--- config.mk ---
export PLATFORM = sky130hd
export DESIGN_NAME = e10f_div
export DESIGN_NICKNAME = d
export VERILOG_FILES = /design/src/sv/e10f_pkg.sv /design/src/sv/e10f_div.sv
export SDC_FILE = /design/constraint.sdc
export NUM_CORES = 2
export LEC_CHECK = 0
export BUFFER_PORTS_ARGS = -buffer_cell sky130_fd_sc_hd__buf_4
export CAP_MARGIN = 20
export CORE_ASPECT_RATIO = 0.75
export CORE_MARGIN = 1.5
export CORE_UTILIZATION = 30
export CTS_BUF_LIST = sky130_fd_sc_hd__clkbuf_2 sky130_fd_sc_hd__clkbuf_4 sky130_fd_sc_hd__clkbuf_8
export DETAILED_ROUTE_END_ITERATION = 10
export PLACE_DENSITY = 0.54
export SLEW_MARGIN = 20
export SYNTH_ARGS = -nofsm -noshare
export SYNTH_HDL_FRONTEND = slang
export SYNTH_SLANG_ARGS = --single-unit
--- constraint.sdc ---
create_clock -name clk -period 16.95 [get_ports clk]
set_input_delay 0.8475 -clock clk [delete_from_list [all_inputs] [get_ports clk]]
set_output_delay 0.8475 -clock clk [all_outputs]
set_load 0.02 [all_outputs]
--- src/sv/e10f_pkg.sv ---
`timescale 1ns / 1ps
// Shared constants, types and single-precision arithmetic functions for the exp10 unit.
package e10f_pkg;

  // Single-precision bit patterns of the constants used by the datapath.
  localparam logic [31:0] F_ONE     = 32'h3F800000;
  localparam logic [31:0] F_HALF    = 32'h3F000000;
  localparam logic [31:0] F_TWO     = 32'h40000000;
  localparam logic [31:0] F_INF     = 32'h7F800000;
  localparam logic [31:0] F_LIMIT   = 32'h4218EC59;
  localparam logic [31:0] F_LOG2_10 = 32'h40549A78;
  localparam logic [31:0] F_LOG10_2 = 32'h3E9A209B;
  localparam logic [31:0] F_C0      = 32'h3D27EBB0;
  localparam logic [31:0] F_C1      = 32'h413BECA4;
  localparam logic [31:0] F_C2      = 32'h43CB5BD0;
  localparam logic [31:0] F_C3      = 32'h4515A3CC;
  localparam logic [31:0] F_D0      = 32'h42AA2FEE;
  localparam logic [31:0] F_D1      = 32'h449F02F7;
  localparam logic [31:0] F_D2      = 32'h4501F9BB;

  // Divider organization: quotient bits retired per stage and number of step stages.
  localparam int DIV_STEPS_PER_STAGE = 4;
  localparam int DIV_STEP_STAGES     = 7;
  localparam int DIV_QW              = DIV_STEPS_PER_STAGE * DIV_STEP_STAGES;
  localparam int DIV_LAT             = DIV_STEP_STAGES + 2;

  typedef logic signed [11:0] fexp_t;
  typedef logic [49:0]        fman_t;

  // Data that rides alongside the arithmetic to the final stage.
  typedef struct packed {
    logic        spec;
    logic [31:0] sval;
    logic [7:0]  ebits;
  } side_t;

  function automatic logic [5:0] lzc50(input fman_t m);
    logic [5:0] n;
    logic       found;
    n     = 6'd50;
    found = 1'b0;
    for (int i = 49; i >= 0; i--) begin
      if (!found && m[i]) begin
        n     = 6'(49 - i);
        found = 1'b1;
      end
    end
    return n;
  endfunction

  function automatic fexp_t eff_exp(input logic [31:0] a);
    return (a[30:23] == 8'd0) ? 12'sd1 : fexp_t'({4'b0, a[30:23]});
  endfunction

  function automatic logic [23:0] mant24(input logic [31:0] a);
    return {a[30:23] != 8'd0, a[22:0]};
  endfunction

  // Normalizes and rounds (nearest even). When m[49] is set, e is the biased exponent.
  function automatic logic [31:0] fp_pack(input logic s, input fexp_t e, input fman_t m);
    logic [5:0]  lz;
    fman_t       mn;
    fexp_t       en;
    logic [5:0]  sh;
    fman_t       lost;
    logic [22:0] frac;
    logic        g;
    logic        st;
    logic [30:0] mag;
    logic [31:0] res;
    lz = lzc50(m);
    mn = m << lz;
    en = e - fexp_t'({6'b0, lz});
    if (en <= 12'sd0) begin
      sh   = (en < -12'sd48) ? 6'd50 : 6'(12'sd1 - en);
      lost = mn & ~({50{1'b1}} << sh);
      mn   = (mn >> sh) | {49'b0, |lost};
      en   = 12'sd0;
    end
    frac = mn[48:26];
    g    = mn[25];
    st   = |mn[24:0];
    mag  = {en[7:0], frac} + 31'(g & (st | frac[0]));
    if (m == '0) begin
      res = {s, 31'b0};
    end else if (en >= 12'sd255) begin
      res = {s, F_INF[30:0]};
    end else begin
      res = {s, mag};
    end
    return res;
  endfunction

  function automatic logic [31:0] fmul(input logic [31:0] a, input logic [31:0] b);
    logic [47:0] p;
    fexp_t       e;
    p = mant24(a) * mant24(b);
    e = eff_exp(a) + eff_exp(b) - 12'sd126;
    return fp_pack(a[31] ^ b[31], e, {p, 2'b0});
  endfunction

  function automatic logic [31:0] fadd(input logic [31:0] a, input logic [31:0] b);
    logic [31:0] big;
    logic [31:0] sml;
    fexp_t       d;
    logic [5:0]  sh;
    fman_t       mb;
    fman_t       ms;
    fman_t       lost;
    fman_t       sum;
    logic        s;
    if (a[30:0] >= b[30:0]) begin
      big = a;
      sml = b;
    end else begin
      big = b;
      sml = a;
    end
    d    = eff_exp(big) - eff_exp(sml);
    sh   = (d > 12'sd50) ? 6'd50 : 6'(d);
    mb   = {1'b0, mant24(big), 25'b0};
    ms   = {1'b0, mant24(sml), 25'b0};
    lost = ms & ~({50{1'b1}} << sh);
    ms   = (ms >> sh) | {49'b0, |lost};
    if (big[31] == sml[31]) begin
      sum = mb + ms;
    end else begin
      sum = mb - ms;
    end
    s = (sum == '0 && big[31] != sml[31]) ? 1'b0 : big[31];
    return fp_pack(s, eff_exp(big) + 12'sd1, sum);
  endfunction

  function automatic logic [31:0] fsub(input logic [31:0] a, input logic [31:0] b);
    return fadd(a, {~b[31], b[30:0]});
  endfunction

  // Floor of a value whose magnitude is below 256.
  function automatic logic signed [9:0] floor_f(input logic [31:0] t);
    logic [23:0] m;
    logic [2:0]  k;
    logic [4:0]  sh;
    logic [9:0]  ip;
    logic        fnz;
    logic [9:0]  res;
    m = mant24(t);
    if (t[30:23] < 8'd127) begin
      ip  = 10'd0;
      fnz = (t[30:0] != 31'd0);
    end else begin
      k   = (t[30:23] > 8'd134) ? 3'd7 : 3'(t[30:23] - 8'd127);
      sh  = 5'd23 - {2'b0, k};
      ip  = 10'(m >> sh);
      fnz = |(m & ~(24'hFFFFFF << sh));
    end
    res = t[31] ? (10'd0 - (ip + {9'b0, fnz})) : ip;
    return res;
  endfunction

  function automatic logic [31:0] int2f(input logic signed [9:0] n);
    logic [9:0] mag;
    mag = n[9] ? (10'd0 - n) : n;
    return fp_pack(n[9], 12'sd176, {40'b0, mag});
  endfunction

endpackage

--- src/sv/e10f_div.sv ---
`timescale 1ns / 1ps
// Pipelined single-precision divider, restoring, four quotient bits per stage.
module e10f_div import e10f_pkg::*; (
  input  logic        clk,
  input  logic        rst_n,
  input  logic        in_vld,
  input  logic [31:0] num,
  input  logic [31:0] den,
  input  side_t       in_side,
  output logic        out_vld,
  output logic [31:0] quo,
  output side_t       out_side
);

  localparam int NS = DIV_STEP_STAGES;

  logic              vld_r  [0:NS];
  logic              s_r    [0:NS];
  fexp_t             e_r    [0:NS];
  logic [23:0]       mb_r   [0:NS];
  logic [24:0]       rem_r  [0:NS];
  logic [DIV_QW-1:0] q_r    [0:NS];
  side_t             side_r [0:NS];

  logic        s_nxt;
  fexp_t       e_nxt;
  logic [23:0] ma_nxt;
  logic [23:0] mb_nxt;
  logic        out_vld_r;
  logic [31:0] quo_r;
  logic [31:0] quo_nxt;
  side_t       out_side_r;

  // Unpack both operands and bring subnormal significands to a leading one.
  always_comb begin
    logic [5:0] lza;
    logic [5:0] lzb;
    lza    = lzc50({mant24(num), 26'b0});
    lzb    = lzc50({mant24(den), 26'b0});
    ma_nxt = mant24(num) << lza;
    mb_nxt = mant24(den) << lzb;
    s_nxt  = num[31] ^ den[31];
    e_nxt  = (eff_exp(num) - fexp_t'({6'b0, lza})) - (eff_exp(den) - fexp_t'({6'b0, lzb}))
             + 12'sd127;
  end

  always_ff @(posedge clk) begin
    if (!rst_n) begin
      vld_r[0] <= 1'b0;
    end else begin
      vld_r[0] <= in_vld;
    end
  end

  always_ff @(posedge clk) begin
    s_r[0]    <= s_nxt;
    e_r[0]    <= e_nxt;
    mb_r[0]   <= mb_nxt;
    rem_r[0]  <= {1'b0, ma_nxt};
    q_r[0]    <= '0;
    side_r[0] <= in_side;
  end

  for (genvar k = 1; k <= NS; k++) begin : g_step
    logic [24:0]       rem_nxt;
    logic [DIV_QW-1:0] q_nxt;

    always_comb begin
      rem_nxt = rem_r[k-1];
      q_nxt   = q_r[k-1];
      for (int i = 0; i < DIV_STEPS_PER_STAGE; i++) begin
        q_nxt = {q_nxt[DIV_QW-2:0], rem_nxt >= {1'b0, mb_r[k-1]}};
        if (q_nxt[0]) begin
          rem_nxt = rem_nxt - {1'b0, mb_r[k-1]};
        end
        rem_nxt = {rem_nxt[23:0], 1'b0};
      end
    end

    always_ff @(posedge clk) begin
      if (!rst_n) begin
        vld_r[k] <= 1'b0;
      end else begin
        vld_r[k] <= vld_r[k-1];
      end
    end

    always_ff @(posedge clk) begin
      s_r[k]    <= s_r[k-1];
      e_r[k]    <= e_r[k-1];
      mb_r[k]   <= mb_r[k-1];
      rem_r[k]  <= rem_nxt;
      q_r[k]    <= q_nxt;
      side_r[k] <= side_r[k-1];
    end
  end

  // The remainder being nonzero is the sticky bit below the quotient.
  assign quo_nxt = fp_pack(s_r[NS], e_r[NS],
                           {q_r[NS], |rem_r[NS], {(49 - DIV_QW){1'b0}}});

  always_ff @(posedge clk) begin
    if (!rst_n) begin
      out_vld_r <= 1'b0;
    end else begin
      out_vld_r <= vld_r[NS];
    end
  end

  always_ff @(posedge clk) begin
    quo_r      <= quo_nxt;
    out_side_r <= side_r[NS];
  end

  assign out_vld  = out_vld_r;
  assign quo      = quo_r;
  assign out_side = out_side_r;

endmodule
# --- Word level (Yosys, flattened, before mapping) ---
# Memory sizes are Yosys's and may differ from the RTL's. A register that Yosys moved wholly into a read port is not among the register bits.
# Cells that the tools add are included.
classes:
  add_sub_neg: 35
  order_cmp: 31
  n_shift: 5
  n_mux: 195
  n_bitwise: 14
  n_reduce_logical: 158
op_table:
  columns: ["op", "n"]
  rows:
  - ["$ge A25 B24 Y1", 28]
  - ["$mux W24", 28]
  - ["$sub A24 B24 Y24", 28]
  - ["$mux W6", 78]
  - ["$mux W1", 84]
  - ["$logic_not A1 Y1", 75]
  - ["$logic_and A1 B1 Y1", 74]
  - ["$and A50 B50 Y50", 1]
  - ["$not A50 Y50", 1]
  - ["$reduce_or A25 Y1", 2]
  - ["$reduce_or A50 Y1", 1]
  - ["$shl A50 B6 Y50", 1]
  - ["$shl A50 B6 Y50 const A", 1]
  - ["$shr A50 B6 Y49", 1]
  - ["$mux W49", 1]
  - ["$or A49 B1 Y49", 1]
  - ["$shl A24 B6 Y24", 2]
  - ["$add A31 B1 Y31", 1]
  - ["$mux W31", 1]
  - ["$logic_not A29 Y1", 1]
  - ["$sub A8 B6 Y9", 2]
  - ["$logic_not A8 Y1", 2]
  - ["$mux W8", 2]
  - ["$reduce_bool A8 Y1", 2]
  - ["other kinds (12)", 20]
word_totals:
  reg_bits: 31
  ram_bits: 1056
  in_bits: 108
  out_inout_bits: 74
  elab_cells: 447
  mem_count: 7
mem_list:
  columns: ["name", "words", "word_bits", "read_ports", "rd_clocked_by_memory_dff", "wr", "line_no", "text"]
  rows:
  - ["side_r", 8, 41, 8, 1, 8, "e10f_div.sv:23", "side_t side_r [0:NS];"]
  - ["q_r", 8, 28, 8, 0, 8, "e10f_div.sv:22", "logic [DIV_QW-1:0] q_r [0:NS];"]
  - ["rem_r", 8, 25, 8, 0, 8, "e10f_div.sv:21", "logic [24:0] rem_r [0:NS];"]
  - ["mb_r", 8, 24, 7, 0, 8, "e10f_div.sv:20", "logic [23:0] mb_r [0:NS];"]
  - ["e_r", 8, 12, 8, 0, 8, "e10f_div.sv:19", "fexp_t e_r [0:NS];"]
  - ["s_r", 8, 1, 8, 1, 8, "e10f_div.sv:18", "logic s_r [0:NS];"]
  - ["+1 memories", null, null, null, null, null, null, null]

# --- Longest topological paths before layout ---
# An unclocked memory read counts as a cell.
logic_depth:
  word_depth: 100
  depth_mapped: 69
  mapped_depth_nobuf: 65

# --- Worst setup path before layout ---
# Ideal clock, no wire load.
synth_timing:
  path_type: "reg-to-reg"
  start: "mem mb_r[1][1]"
  end: "mem rem_r[2][7], in the netlist rem_r[0][57]"
  setup_ns: 0.121
  arrival_ns: 14.196
  required_time_ns: 16.829
  path_slack_ns: 2.633
  path_stages_with_launch: 69
  cell_sequence: "dfxtp_1 -> inv_1 -> ha_1 -> nor2b_1 -> o21ai_0 -> a21boi_0 -> o21ai_0 -> a21boi_0 -> o41ai_1 -> a311o_1 -> a21boi_0 -> o21ai_0 -> nand2b_1 -> nand2_1 -> clkbuf_1 -> clkbuf_1 -> mux2_2 -> ha_1 -> [... 33 more ...] -> o21ai_0 -> a21oi_1 -> o21ai_0 -> a21boi_0 -> o21ai_0 -> a21o_1 -> a31oi_1 -> a22oi_1 -> a21oi_1 -> nand3_1 -> a21oi_1 -> o211a_1 -> o21a_1 -> o21ai_0 -> and3_1 -> buf_2 -> buf_1 -> mux2_2"
synth_rtl:
  columns: ["element", "line_no"]
  rows:
  - ["start, declared", "e10f_div.sv:20"]
  - ["end, declared", "e10f_div.sv:21"]

==> impl_metrics.yaml <==
status:
  status: "complete, but fails checks"
  violations: "design-rule violations"
drt:
  postRouteAntennaNets: 0
  wire_per_inst_um: 20.3
  drc: 22
  drtIter0Drc: 5501
  finalWirelength_mm: 227
  vias_per_cell: 5.36
  vias: 59739
  first_pass_iters: 9
worst_setup_path:
  path_common_cell: "o21ai_0"
  required_ps: 17700
  critPathKind: "reg -> reg"
  startpoint_type: "register"
  worst_path_max_delay_cell: "o31ai_1"
  cp_max_fo: 33
  cpLargestDelayFamily: "compound AO/OA/AOI/OAI gates"
  slowest_delay_ps: 590
  cp_num_buf_inv: 5
  cp-end-kind: "register"
  critPathArrivalTime_ps: 16450
floorplan:
  die_height_um: 411
  io_pins: 182
  rows: 149
  core_area_um2: 220000
  dieArea_um2: 225000
  fp.dieW_um: 547
  start_util: 0.302
sta:
  slew_violations: 0
  timing.hold.ws_ps: 85.1
  finalCritPeriodShare: 0.926
  tightest_slew_ps: 1260
  relSlewSlack: 0.148
  max_freq_mhz: 63.7
  period_minus_slack_ps: 15700
  grt_setup_unrepaired: "no"
  finalHoldViolCount: 0
  setup_viol: 0
  tns_ps: 0
  layout_setup_ws_ps: 1250
  skew_ps: 97.6
final_layout:
  area_delta_synth_final_pct: 13.5
  post-route-util: 0.343
  drive_gt1_frac: 0.130
  nets: 8881
  fill_cells: 22711
synthesis:
  async_reset_ff_frac: 0
  ys_types: 114
  synthFlopType: "dfxtp_1"
  synth-adder-area-share: 0.133
  syn_area_per_cell_um2: 8.52
  post_synth_mux_area_share: 0.0828
  synth_top_area_share: 0.294
  yosysWarnings: 0
  synth_area_leaders: "dfxtp_1, ha_1, mux2_2"
  synth-edff-count: 0
  yosys.area_share.simple: 0.170
  synth-seq-cells: 978
  synth-compound-area-share: 0.209
  yosysMostFrequentCell: "dfxtp_1"
  syn_nets: 8624
  synth_area_um2: 66500
  synthCells: 7814
  synthXorXnorAreaFrac: 0.0723
  synth_top_family_by_area: "compound AO/OA/AOI/OAI gates"
  ys_seq_area_frac: 0.294
  synth_common_cells: "dfxtp_1, ha_1, nor2_1"
  synth_top_area_cell: "dfxtp_1"
grt:
  grt-ovfl-total: 0
  grt_max_degree: 41
  grt_first_pass_wirelength_mm: 342
  grt_pass1_vias: 55901
  grt_usage: 0.194
  grt_antenna_before_repair: 13
clock_network:
  h-tree-depth: 4
  cts_buffer_depth: 4
  numCtsBuffers: 167
  clk_latency_ps: 940
  root_buffer: "clkbuf_8"
  cts.sinks: 978
  clk_pin_slew_ps: 60
  cts_tree: "built"
placed_design:
  gp_congestion: 0.957
  hpwl_mm: 181
  portBuffers: 181
  pre_cts_ws_ps: 630
run:
  maxCapViolCount: 0
worst_hold_path:
  hp-class: "in -> reg"
-- layer usage --
| layer | share of wire | vias up | global-route usage | routed length (um) |
|---|---|---|---|---|
| met1 | 0.52 | 28300 | 0.305 | 118000 |
| met4 | 0.019 | 0 | 0.0422 | 4200 |
| met2 | 0.38 | 2169 | 0.266 | 87000 |
| li1 | - | 29013 | - | - |
| met3 | 0.077 | 257 | 0.0364 | 17500 |
| met5 | 0 | - | 0 | 0 |
-- through the flow --
step	cells	cell area [um^2]
final	11137	75500
after global placement	10804	71500
after detailed placement	10804	71500
after CTS	11129	75400
after global routing	11135	75500
after floorplan	7814	66500
-- placed cells by master, fill, tap and decap left out, types with 22 or more instances in the layout --
master | netlist | final
clkinv_2 | 1 | 22
mux2_2 | 344 | 344
nand2b_1 | 107 | 107
clkbuf_4 | 0 | 40
a31oi_1 | 72 | 72
dlygate4sd3_1 | 0 | 41
a21o_1 | 233 | 233
or2_2 | 62 | 62
o221ai_1 | 26 | 26
xor2_1 | 196 | 196
nor4_1 | 58 | 57
nand3_1 | 213 | 213
o21a_1 | 55 | 55
ha_1 | 690 | 690
mux2i_1 | 162 | 161
or3_1 | 74 | 74
o211ai_1 | 48 | 48
xnor2_1 | 353 | 353
nor3_1 | 178 | 176
dfxtp_1 | 978 | 978
and2_1 | 52 | 52
nor2b_1 | 114 | 114
o21bai_1 | 88 | 88
o31ai_1 | 71 | 69
o21ai_0 | 386 | 380
a21oi_1 | 649 | 646
buf_4 | 7 | 258
nor2_1 | 660 | 658
nand2_1 | 465 | 462
inv_1 | 445 | 444
a21boi_0 | 50 | 48
nand4_1 | 139 | 139
clkbuf_8 | 0 | 204
a211o_1 | 30 | 30
a211oi_1 | 75 | 73
a221o_1 | 25 | 25
and3_1 | 81 | 80
-- repair_timing --
action | 4_1_cts | 5_1_grt
hold buffers | 40 | 1
hold endpoints to repair | 40 | 1
gates resized for setup | 0 | 23
buffers inserted | 0 | 1
endpoints found under the setup margin | 0 | 124
-- worst register-to-register path, delay by kind of cell, from the launching register on --
kind	cells	cell delay (ps)
xor+xnor	1	140
simple gates	10	2440
compound gates	39	9400
flops	1	450
buf+inv	5	1290
mux	1	410
fa+ha+maj	4	1400
-- cell type report --
| class | instances | area [um^2] | share of cell area |
|---|---|---|---|
| clock inverters | 41 | 423 | 0.00560 |
| diodes | 6 | 15.0 | 0.000199 |
| clock buffers | 244 | 3110 | 0.0411 |
| inverters | 453 | 1700 | 0.0225 |
| well taps | 2944 | 3680 | 0.0488 |
| repair buffers | 302 | 2410 | 0.0319 |
| multi-input cells | 6169 | 44600 | 0.591 |
| flip-flops and latches | 978 | 19600 | 0.259 |
-- registers in the layout, indices dropped and copies added, names as in the netlist --
name and count:
out_vld 1, vld_r 8, rem_r 192, side_r 328
quo 32, q_r 112, e_r 88, s_r 8
out_side 41, mb_r 168
-- worst paths after layout --
kind | startpoint | to | slack [ps] | depth (start not counted)
max reg2reg | mb_r[2][2] | rem_r[0][77] | 1250 | 60
max | mb_r[2][2] | rem_r[0][77] | 1250 | 60
min | in_side[16] | side_r[0][16] | 90 | 1
min reg2reg | q_r[1][39] | q_r[1][71] | 290 | 0
-- cells by family (layout without fill, tap and decap cells) --
| logic type | Yosys count | count (layout) |
|---|---|---|
| AND/OR/NAND/NOR | 2294 | 2294 |
| AO/OA/AOI/OAI | 2117 | 2117 |
| flip-flops | 978 | 978 |
| adder cells (fa/ha/maj) | 702 | 702 |
| buffers and inverters | 667 | 1040 |
| XOR/XNOR | 549 | 549 |
| multiplexers | 507 | 507 |
| other | 0 | 6 |
Power is left out: the tool's default activity adds up to more than one toggle a clock period on the data nets, which glitch-free logic cannot reach.
